--- config.mk ---
export PLATFORM = sky130hd
export DESIGN_NAME = plotter_step_run_length_encoder
export DESIGN_NICKNAME = d
export VERILOG_FILES = /design/src/hdl/psrle_pkg.sv /design/src/hdl/psrle_emit.sv /design/src/hdl/plotter_step_run_length_encoder.sv
export SDC_FILE = /design/constraint.sdc
export NUM_CORES = 1
export LEC_CHECK = 0
export BUFFER_PORTS_ARGS = -buffer_cell sky130_fd_sc_hd__buf_4
export CAP_MARGIN = 20
export CORE_UTILIZATION = 30
export DETAILED_ROUTE_END_ITERATION = 6
export MAX_ROUTING_LAYER = met4
export SYNTH_ARGS = -nofsm -noshare
export SYNTH_HDL_FRONTEND = slang
export SYNTH_SLANG_ARGS = --single-unit
export TNS_END_PERCENT = 20
--- constraint.sdc ---
create_clock -name clock -period 3.8 [get_ports clock]
set_clock_uncertainty 0.05 [all_clocks]
set_input_delay 0.76 -clock clock [delete_from_list [all_inputs] [get_ports clock]]
set_output_delay 0.76 -clock clock [all_outputs]
set_load 0.005 [all_outputs]
--- src/hdl/psrle_pkg.sv ---
// psrle_pkg: types and constants shared by the plotter run-length encoder.
// Used by psrle_emit and plotter_step_run_length_encoder; depends on nothing.
`default_nettype none

package psrle_pkg;

   localparam int CSR_WIDTH = 16;
   localparam int CSR_INDEX_WIDTH = 2;

   // configuration register indexes
   localparam logic [CSR_INDEX_WIDTH-1:0] CSR_X_LIMIT    = 2'd0;
   localparam logic [CSR_INDEX_WIDTH-1:0] CSR_START_X    = 2'd1;
   localparam logic [CSR_INDEX_WIDTH-1:0] CSR_STEP_TICKS = 2'd2;
   localparam logic [CSR_INDEX_WIDTH-1:0] CSR_PEN_TICKS  = 2'd3;

   localparam logic [14:0] X_LIMIT_RESET    = 15'd4096;
   localparam logic [15:0] START_X_RESET    = 16'd0;
   localparam logic [15:0] STEP_TICKS_RESET = 16'd100;
   localparam logic [15:0] PEN_TICKS_RESET  = 16'd1000;

   localparam logic [3:0] DIR_NONE     = 4'd0;
   localparam logic [3:0] DIR_PEN_DOWN = 4'd12;
   localparam logic [3:0] DIR_PEN_UP   = 4'd14;

   // skip test selects (device bits 8..6)
   localparam logic [2:0] TST_IDLE      = 3'b001;
   localparam logic [2:0] TST_NOT_LIMIT = 3'b010;
   localparam logic [2:0] TST_NO_IRQ    = 3'b100;

   typedef enum logic [2:0] {
      OP_MOVE  = 3'd0,
      OP_SKIP  = 3'd1,
      OP_MASK  = 3'd2,
      OP_TICK  = 3'd3,
      OP_CLEAR = 3'd4
   } op_type;

   typedef enum logic [2:0] {
      PH_LIMIT   = 3'b001,
      PH_UNLIMIT = 3'b010,
      PH_SHOW    = 3'b100
   } phase_type;

   typedef struct packed {
      logic [2:0] opcode;
      logic [9:0] device_bits;
      logic       mask_bit;
   } req_type;

   typedef struct packed {
      logic       byte_valid;
      logic [7:0] plot_byte;
      logic       last;
      logic       skip_result;
      logic       interrupt_request;
      logic       error_flag;
   } rsp_type;

   // status carried unchanged on every beat of one command
   typedef struct packed {
      logic skip;
      logic irq;
      logic err;
   } status_type;

endpackage

`default_nettype wire

--- src/hdl/psrle_emit.sv ---
// psrle_emit: result register and byte serialiser for one flushed run.
// Depends on psrle_pkg.
`default_nettype none

module psrle_emit #(
   parameter int COUNT_BITS = 24
) (
   input  wire logic                   clock,
   input  wire logic                   reset,
   input  wire logic                   ld,
   input  wire logic                   ld_has_bytes,
   input  wire logic [COUNT_BITS-1:0]  ld_cnt,
   input  wire logic [3:0]             ld_dir,
   input  wire psrle_pkg::status_type  ld_status,
   output logic                        ready,
   output logic                        rsp_valid,
   input  wire logic                   rsp_stall,
   output psrle_pkg::rsp_type          rsp_data
);
   import psrle_pkg::*;

   // 7-bit prefix groups above the low three count bits
   localparam int NG = (COUNT_BITS - 3 + 6) / 7;
   localparam int EW = 7 * NG + 4;
   localparam int PW = $clog2(NG + 1);

   logic                  valid_ff;
   logic                  has_ff;
   logic [PW-1:0]         pre_ff;
   logic [COUNT_BITS-1:0] cnt_ff;
   logic [3:0]            dir_ff;
   status_type            st_ff;

   logic [EW-1:0] ld_ext;
   logic [EW-1:0] cur_ext;
   logic [PW-1:0] ld_pre;
   logic [6:0]    sel;
   logic          last_beat;
   logic          take;

   assign ld_ext  = EW'(ld_cnt);
   assign cur_ext = EW'(cnt_ff);

   always_comb begin
      ld_pre = '0;
      sel    = '0;
      for (int j = 0; j < NG; j++) begin
         if (ld_ext[3 + 7 * j +: 7] != 7'd0) begin
            ld_pre = PW'(j + 1);
         end
         if (pre_ff == PW'(j + 1)) begin
            sel = cur_ext[3 + 7 * j +: 7];
         end
      end
   end

   assign last_beat = !has_ff || (pre_ff == '0);
   assign take      = valid_ff && !rsp_stall;
   assign ready     = !valid_ff || (take && last_beat);

   always_ff @(posedge clock) begin
      if (reset) begin
         valid_ff <= 1'b0;
      end else if (ld) begin
         valid_ff <= 1'b1;
      end else if (take && last_beat) begin
         valid_ff <= 1'b0;
      end
   end

   always_ff @(posedge clock) begin
      if (ld) begin
         has_ff <= ld_has_bytes;
         pre_ff <= ld_pre;
         cnt_ff <= ld_cnt;
         dir_ff <= ld_dir;
         st_ff  <= ld_status;
      end else if (take && !last_beat) begin
         pre_ff <= pre_ff - PW'(1);
      end
   end

   assign rsp_valid = valid_ff;

   always_comb begin
      rsp_data.byte_valid        = has_ff;
      rsp_data.last              = last_beat;
      rsp_data.skip_result       = st_ff.skip;
      rsp_data.interrupt_request = st_ff.irq;
      rsp_data.error_flag        = st_ff.err;
      if (!has_ff) begin
         rsp_data.plot_byte = 8'd0;
      end else if (pre_ff != '0) begin
         rsp_data.plot_byte = {1'b1, sel};
      end else begin
         rsp_data.plot_byte = {1'b0, dir_ff, cnt_ff[2:0]};
      end
   end

`ifndef SYNTH
   // a taken prefix beat is always followed by another byte of the same run
   a_prefix_continues: assert property (@(posedge clock) disable iff (reset)
      (valid_ff && !rsp_stall && !last_beat) |=> (valid_ff && has_ff))
      else $error("prefix beat not followed by a byte");

   a_pre_range: assert property (@(posedge clock) disable iff (reset)
      valid_ff |-> (pre_ff <= PW'(NG)))
      else $error("prefix count out of range");

   a_no_load_when_busy: assert property (@(posedge clock) disable iff (reset)
      ld |-> ready)
      else $error("load while a beat is still owed");
`endif

endmodule

`default_nettype wire

--- src/hdl/plotter_step_run_length_encoder.sv ---
// plotter_step_run_length_encoder: top level of the incremental plotter controller.
// Depends on psrle_pkg and psrle_emit.
`default_nettype none

// A command is taken, and all controller state updated, in the cycle it is accepted; its
// results are held in an output register and sent one beat a cycle while rsp_stall is
// low. A command that flushes no run gives a single beat, so such commands run at one
// per cycle while rsp_stall is low. A flushed run gives one beat per 7-bit prefix group
// up to the highest nonzero one, plus the direction/count byte, 1 to (COUNT_BITS + 3) / 7
// + 1 beats (4 at COUNT_BITS 18 to 24, 5 at 25 to 31), and the next command is taken in
// the cycle its last beat leaves. The emitter register is the only thing that sets this.
// The x position resets to the reset value of start_x; later writes to start_x have no effect.
module plotter_step_run_length_encoder #(
   parameter int COUNT_BITS = 24
) (
   input  wire logic                                  clock,
   input  wire logic                                  reset,
   input  wire logic                                  req_valid,
   output logic                                       req_stall,
   input  wire psrle_pkg::req_type                    req_data,
   output logic                                       rsp_valid,
   input  wire logic                                  rsp_stall,
   output psrle_pkg::rsp_type                         rsp_data,
   input  wire logic                                  csr_wr_en,
   input  wire logic [psrle_pkg::CSR_INDEX_WIDTH-1:0] csr_index,
   input  wire logic [psrle_pkg::CSR_WIDTH-1:0]       csr_wdata
);
   import psrle_pkg::*;

   localparam logic [COUNT_BITS-1:0] CNT_MAX = {COUNT_BITS{1'b1}};

   logic [14:0]           x_limit_ff;
   logic [15:0]           step_ticks_ff;
   logic [15:0]           pen_ticks_ff;

   logic [15:0]           x_ff, x_in;
   phase_type             phase_ff, phase_in;
   logic [3:0]            dir_ff, dir_in;
   logic [COUNT_BITS-1:0] cnt_ff, cnt_in;
   logic                  idle_ff, idle_in;
   logic                  irq_ff, irq_in;
   logic [15:0]           busy_ff, busy_in;

   logic       accept;
   logic       emit_ready;
   logic [3:0] d;
   logic       pen;
   logic       legal;
   logic       cur_limit;
   logic       new_limit;
   logic [15:0] x_mv;
   phase_type  phase_eff;
   logic       flush;
   logic       skip;
   logic       err;
   status_type status;

   function automatic logic at_limit(input logic [15:0] x, input logic [14:0] lim);
      return x[15] || (x[14:0] >= lim);
   endfunction

   assign accept    = req_valid && !req_stall;
   assign req_stall = !emit_ready;

   assign d     = req_data.device_bits[9:6];
   assign pen   = (d == DIR_PEN_DOWN) || (d == DIR_PEN_UP);
   assign legal = pen || ((d != DIR_NONE) && (d[1:0] != 2'b11) && (d[3:2] != 2'b11));

   always_comb begin
      if (pen) begin
         x_mv = x_ff;
      end else if (d[0]) begin
         x_mv = x_ff + 16'd1;
      end else if (d[1]) begin
         x_mv = x_ff - 16'd1;
      end else begin
         x_mv = x_ff;
      end
   end

   assign cur_limit = at_limit(x_ff, x_limit_ff);
   assign new_limit = at_limit(x_mv, x_limit_ff);
   assign phase_eff = (d == DIR_PEN_DOWN) ? PH_SHOW : phase_ff;

   always_comb begin
      x_in     = x_ff;
      phase_in = phase_ff;
      dir_in   = dir_ff;
      cnt_in   = cnt_ff;
      idle_in  = idle_ff;
      irq_in   = irq_ff;
      busy_in  = busy_ff;
      flush    = 1'b0;
      skip     = 1'b0;
      err      = 1'b0;
      case (req_data.opcode)
         OP_MOVE: begin
            if (!legal) begin
               err = 1'b1;
            end else begin
               phase_in = phase_eff;
               if (phase_eff == PH_SHOW) begin
                  if (d == dir_ff) begin
                     if (cnt_ff != CNT_MAX) begin
                        cnt_in = cnt_ff + COUNT_BITS'(1);
                     end
                  end else begin
                     flush  = 1'b1;
                     dir_in = d;
                     cnt_in = '0;
                  end
               end
               x_in = x_mv;
               if (phase_eff == PH_LIMIT && new_limit) begin
                  phase_in = PH_UNLIMIT;
               end else if (phase_eff == PH_UNLIMIT && !new_limit) begin
                  phase_in = PH_SHOW;
               end
               idle_in = 1'b0;
               busy_in = pen ? pen_ticks_ff : step_ticks_ff;
            end
         end
         OP_SKIP: begin
            case (req_data.device_bits[8:6])
               TST_IDLE:      skip = idle_ff;
               TST_NOT_LIMIT: skip = !cur_limit;
               TST_NO_IRQ:    skip = !(idle_ff && irq_ff);
               default:       err  = 1'b1;
            endcase
         end
         OP_MASK: begin
            irq_in = req_data.mask_bit;
         end
         OP_TICK: begin
            if (!idle_ff) begin
               if (busy_ff <= 16'd1) begin
                  busy_in = '0;
                  idle_in = 1'b1;
               end else begin
                  busy_in = busy_ff - 16'd1;
               end
            end
         end
         OP_CLEAR: begin
            flush    = 1'b1;
            dir_in   = DIR_NONE;
            cnt_in   = '0;
            phase_in = PH_LIMIT;
            irq_in   = 1'b0;
            idle_in  = 1'b1;
            busy_in  = '0;
         end
         default: begin
         end
      endcase
   end

   assign status.skip = skip;
   assign status.irq  = idle_in && irq_in;
   assign status.err  = err;

   always_ff @(posedge clock) begin
      if (reset) begin
         x_ff     <= START_X_RESET;
         phase_ff <= PH_LIMIT;
         dir_ff   <= DIR_NONE;
         cnt_ff   <= '0;
         idle_ff  <= 1'b1;
         irq_ff   <= 1'b0;
         busy_ff  <= '0;
      end else if (accept) begin
         x_ff     <= x_in;
         phase_ff <= phase_in;
         dir_ff   <= dir_in;
         cnt_ff   <= cnt_in;
         idle_ff  <= idle_in;
         irq_ff   <= irq_in;
         busy_ff  <= busy_in;
      end
   end

   always_ff @(posedge clock) begin
      if (reset) begin
         x_limit_ff    <= X_LIMIT_RESET;
         step_ticks_ff <= STEP_TICKS_RESET;
         pen_ticks_ff  <= PEN_TICKS_RESET;
      end else if (csr_wr_en) begin
         case (csr_index)
            CSR_X_LIMIT:    x_limit_ff    <= csr_wdata[14:0];
            CSR_STEP_TICKS: step_ticks_ff <= csr_wdata;
            CSR_PEN_TICKS:  pen_ticks_ff  <= csr_wdata;
            default: begin
               // start_x only matters at reset
            end
         endcase
      end
   end

   psrle_emit #(
      .COUNT_BITS (COUNT_BITS)
   ) u_emit (
      .clock        (clock),
      .reset        (reset),
      .ld           (accept),
      .ld_has_bytes (flush && (dir_ff != DIR_NONE)),
      .ld_cnt       (cnt_ff),
      .ld_dir       (dir_ff),
      .ld_status    (status),
      .ready        (emit_ready),
      .rsp_valid    (rsp_valid),
      .rsp_stall    (rsp_stall),
      .rsp_data     (rsp_data)
   );

`ifndef SYNTH
   a_idle_not_busy: assert property (@(posedge clock) disable iff (reset)
      idle_ff |-> (busy_ff == '0))
      else $error("idle with busy ticks left");

   a_no_run_no_count: assert property (@(posedge clock) disable iff (reset)
      (dir_ff == DIR_NONE) |-> (cnt_ff == '0))
      else $error("run count without a run");

   a_run_only_showing: assert property (@(posedge clock) disable iff (reset)
      (dir_ff != DIR_NONE) |-> (phase_ff == PH_SHOW))
      else $error("open run outside the show phase");

   a_clear_empties_run: assert property (@(posedge clock) disable iff (reset)
      (accept && req_data.opcode == OP_CLEAR) |=> (dir_ff == DIR_NONE && idle_ff))
      else $error("master clear left a run open");
`endif

endmodule

`default_nettype wire
==> results summary <==
Clock tree synthesis selected as its root buffer the cell sky130_fd_sc_hd__clkbuf_16. The layout cell share with drive strength beyond 1 came out at roughly 12%. The final number of max-transition violations is 0.

The clock share of power came out at roughly 44%. The port buffer count is between 40 and 50. The maximum fanout count along the critical path came out at 3.

The number of setup buffers added after CTS is 0. The internal portion of the total power is about 0.0029 W. The sequential cell fraction of total power is 43.4%.

The floorplan step defined a die boundary enclosing 27800 sq um. The mean instance size in the synthesized netlist is 8.14 sq um. OpenSTA, run right after detailed placement, puts the worst setup slack at roughly 0.11 ns. The highest metal layer used by the detailed router is met4. The post-synthesis sequential element count came out at about 150.

The peak ir drop on the vdd network came out at between 300 and 400 uV. The final cycle utilization of the critical path came out at between 90% and 100%. Setup repair after global routing left no endpoint under its margin. CTS saw around 150 sinks.

The HPWL after detailed placement is approximately 15000 microns. Hold repair after CTS inserted 0 buffers. The overall track demand over capacity in global routing is about 16%. For this run, the leading register cell type out of synthesis is sky130_fd_sc_hd__dfxtp_1. The worst setup path is of the reg2reg kind. The number of I/O pins came out at 52.

The startpoint of the worst register-to-register path is x_ff[3]$_SDFFE_PP0P_. The number of warnings printed during yosys synthesis is 0. Leaving out fill and tap cells, the most frequent cells in the layout are sky130_fd_sc_hd__nand2_1 (180), sky130_fd_sc_hd__a21oi_1 (118), sky130_fd_sc_hd__dfxtp_1 (113), sky130_fd_sc_hd__buf_4 (71), sky130_fd_sc_hd__nor2_1 (70).

The fraction of power spent switching nets came out at about a quarter. The number of antenna violations at the first check in global routing came to 1. The H-tree generated during clock tree synthesis spans 4 levels.

The worst path needs approximately 3.7 ns of the cycle, external delays included. After detailed routing, the met3 layer carries 899 microns of wire. The aggregate global routing overflow is 0.

Leaving out fill and tap cells, the most frequent cell in the layout is sky130_fd_sc_hd__nand2_1. The antenna violation net count after detailed routing came out at 0. The number of violations of the max-capacitance limit is 0. The post-detailed-route DRC marker count is 0. The combinational fraction of design power is approximately 13%. The total standard cell area after synthesis is about 8000 sq um. The clock-pin slew reported for the worst setup and hold paths after clock tree synthesis came out at approximately 0.07 ns.

The largest area contributor in the synthesized netlist is sky130_fd_sc_hd__dfxtp_1. The via count is 7133. The run finished with clean final reports. The dominant cell type by count on the critical path is sky130_fd_sc_hd__or4_4. After synthesis, the netlist uses 70 different library cells. Of all flip-flops after synthesis, the portion carrying an async set or reset was 0%. Row generation in the floorplan step produced slightly below 60 rows. STA classifies the critical path endpoint as a flip-flop. The net count of the finished layout is 1110. The synthesized net count came out at 1077.

The share of synthesized area in the top cell type comes to 27.8%. Wires add up to ~21000 microns. Data on the critical path is required at its endpoint by about 4.1 ns. The launching instance or port of the critical path is x_ff[3]$_SDFFE_PP0P_. The first-pass detailed-route iteration total is 5. The maximum cell stage delay along the critical path is roughly 0.57 ns. The final count of negative-setup-slack endpoints came out at 0. The first-pass GRT wire length is ~34000 microns.

Sorting the synthesized cells by area gives the leading types as sky130_fd_sc_hd__dfxtp_1 (28%), sky130_fd_sc_hd__edfxtp_1 (13%), sky130_fd_sc_hd__nand2_1 (8.3%), sky130_fd_sc_hd__a21oi_1 (7.2%), sky130_fd_sc_hd__ha_1 (6.0%). Buffers inserted during clock tree synthesis total 17. The number of enable flip-flop cells after synthesis came out at 34.

Total power for the finished layout comes to about 0.0039 W. For this configuration, the core starts out at a cell density of between 30% and 40%. The final routed wire length divided by cell count came out at between 10 and 15 microns. The worst setup path is launched from a flip-flop. The number of cells upsized or downsized after cts came out at 0. Walking the worst path, the cells encountered are or4_4 -> or4_4 -> or3_4 -> o21a_1 -> nor2_1 -> xor2_1 -> ha_1 -> nor2b_1 -> o21ai_0 -> nand2b_1 -> or4b_1 -> a41oi_1. The latest clock arrival within the worst-skew pair came out at ~0.43 ns.

The buffering stage count on the worst path with inverters included is 0. The worst hold path belongs to the class reg2reg. In this run the most critical hold path is launched from step_ticks_ff[1]$_SDFFE_PP0P_. At the worst endpoint, the arrival time is 3.96 ns. The ratio of total power to cell area came out at 413 nW/um^2. The average via count per standard cell is between 5 and 6.

The die boundary height is between 150 and 200 microns. Derived from the worst setup path, the maximum achievable clock frequency is roughly 270 MHz. The post-synthesis cell count is around 1000. The net switching power of the design came out at 0.00104 W. Compared with the post-synthesis result, the final layout area differs by 16.2%. The slowest cell on the critical path is sky130_fd_sc_hd__or4b_1. The gate family responsible for the most delay along the worst path is simple AND/OR/NAND/NOR gates. The final number of hold-violating endpoints came out at 0.

The DRC marker count from the first detailed-route iteration is ~480. The setup TNS came out at 0 ns. The number of global-route vias before repair is 6699. The core box area came out at about 26000 sq um.

Setup slack closes at around 0.14 ns. The routed length on met2 came out at roughly 9200 microns. The headroom to the max-slew limit came out at 46.7%. The congestion estimate from routability-driven global placement came to 0.839. The wire length the detailed router placed on met1 came out at just over 10000 microns. The maximum number of pins on one net before global-route repair is slightly below 80. The static leakage power is 3.56 nW. The number of buffers on the longest clock path is 2. For the pin with the worst max-slew slack, the measured transition is 0.799 ns. TritonCTS built the clock tree. The sequential area share after synthesis came out at a little over 40%. The overall die width is between 150 and 200 microns.
-- logic make-up after synthesis --
group,after synthesis,synth area share [%]
AND/OR/NAND/NOR,433,26.2
adder cells (fa/ha/maj),39,5.99
AO/OA/AOI/OAI,242,17.8
buffers and inverters,94,4.65
multiplexers,7,0.860
flip-flops,147,40.3
XOR/XNOR,39,4.19
-- cell usage after synthesis (15+ instances only) --
cell type	n
sky130_fd_sc_hd__edfxtp_1	34
sky130_fd_sc_hd__nand3_1	23
sky130_fd_sc_hd__xor2_1	24
sky130_fd_sc_hd__nor3_1	20
sky130_fd_sc_hd__nand3b_1	16
sky130_fd_sc_hd__clkbuf_1	42
sky130_fd_sc_hd__a21oi_1	118
sky130_fd_sc_hd__xnor2_1	15
sky130_fd_sc_hd__inv_1	37
sky130_fd_sc_hd__ha_1	39
sky130_fd_sc_hd__nor4_1	17
sky130_fd_sc_hd__dfxtp_1	113
sky130_fd_sc_hd__o21ai_0	49
sky130_fd_sc_hd__nor2_1	70
sky130_fd_sc_hd__or3_1	15
sky130_fd_sc_hd__nand2_1	180
sky130_fd_sc_hd__nand4_1	17
-- area by class of cell --
cell class	instances	area [sq um]
diodes	1	2.50
clock buffers	19	454
fillers	2742	16900
inverters	37	139
repair buffers	71	533
well taps	335	419
flip-flops and latches	147	3280
clock inverters	13	148
multi-input cells	760	4490
-- final timing paths --
check | endpoint | slack [ns] | cells after the start
worst min-delay path | step_ticks_ff[1]$_SDFFE_PP0P_ | 0.40 | 2
worst max-delay path | phase_ff[0]$_SDFFE_PP1P_ | 0.14 | 12
worst min register to register | step_ticks_ff[1]$_SDFFE_PP0P_ | 0.40 | 2
worst max register to register | phase_ff[0]$_SDFFE_PP1P_ | 0.14 | 12
-- worst reg2reg max path, stage by stage (launching register included) --
cell and delay (ns):
sky130_fd_sc_hd__dfxtp_1 0.31, sky130_fd_sc_hd__or4_4 0.54, sky130_fd_sc_hd__or4_4 0.46, sky130_fd_sc_hd__or3_4 0.40, sky130_fd_sc_hd__o21a_1 0.14, sky130_fd_sc_hd__nor2_1 0.11, sky130_fd_sc_hd__xor2_1 0.18, sky130_fd_sc_hd__ha_1 0.26
sky130_fd_sc_hd__nor2b_1 0.13, sky130_fd_sc_hd__o21ai_0 0.14, sky130_fd_sc_hd__nand2b_1 0.08, sky130_fd_sc_hd__or4b_1 0.57, sky130_fd_sc_hd__a41oi_1 0.21
-- power by group through the flow --
stage	logic, W	registers (W)	clock network, W
2_1_floorplan	0.000331	0.00172	0
3_3_place_gp	0.000483	0.00173	0
3_5_place_dp	0.000486	0.00173	0
4_1_cts	0.000489	0.00170	0.00175
5_1_grt	0.000549	0.00170	0.00182
6_report	0.000487	0.00170	0.00172
-- state kept, by name, summed over array words and instances (netlist names) --
signal and flops:
step_ticks_ff 16, u_emit.pre_ff 2, phase_ff 3, u_emit.has_ff 1, x_ff 16, irq_ff 1, pen_ticks_ff 16, cnt_ff 24
u_emit.rsp_valid 1, dir_ff 4, idle_ff 1, u_emit.cnt_ff 24, busy_ff 16, u_emit.rsp_data 3, u_emit.dir_ff 4, x_limit_ff 15
-- per-stage QoR --
step	instance area (sq um)	instances	utilization, %	hold slack, ns
global placement	8870	1350	33.6	0.392
CTS	9470	1382	35.9	0.405
floorplan	8150	1001	-	0.356
detailed placement	8870	1350	33.6	0.397
global route	9470	1383	35.9	0.420
finish	9470	1383	35.9	0.403
-- layer usage --
layer | GRT usage, % | vias up
li1 | - | 3618
met1 | 20.8 | 3331
met2 | 23.9 | 157
met3 | 2.95 | 27
met4 | 4.83 | 0
met5 | - | -
Power figures use the tool's default switching activity.
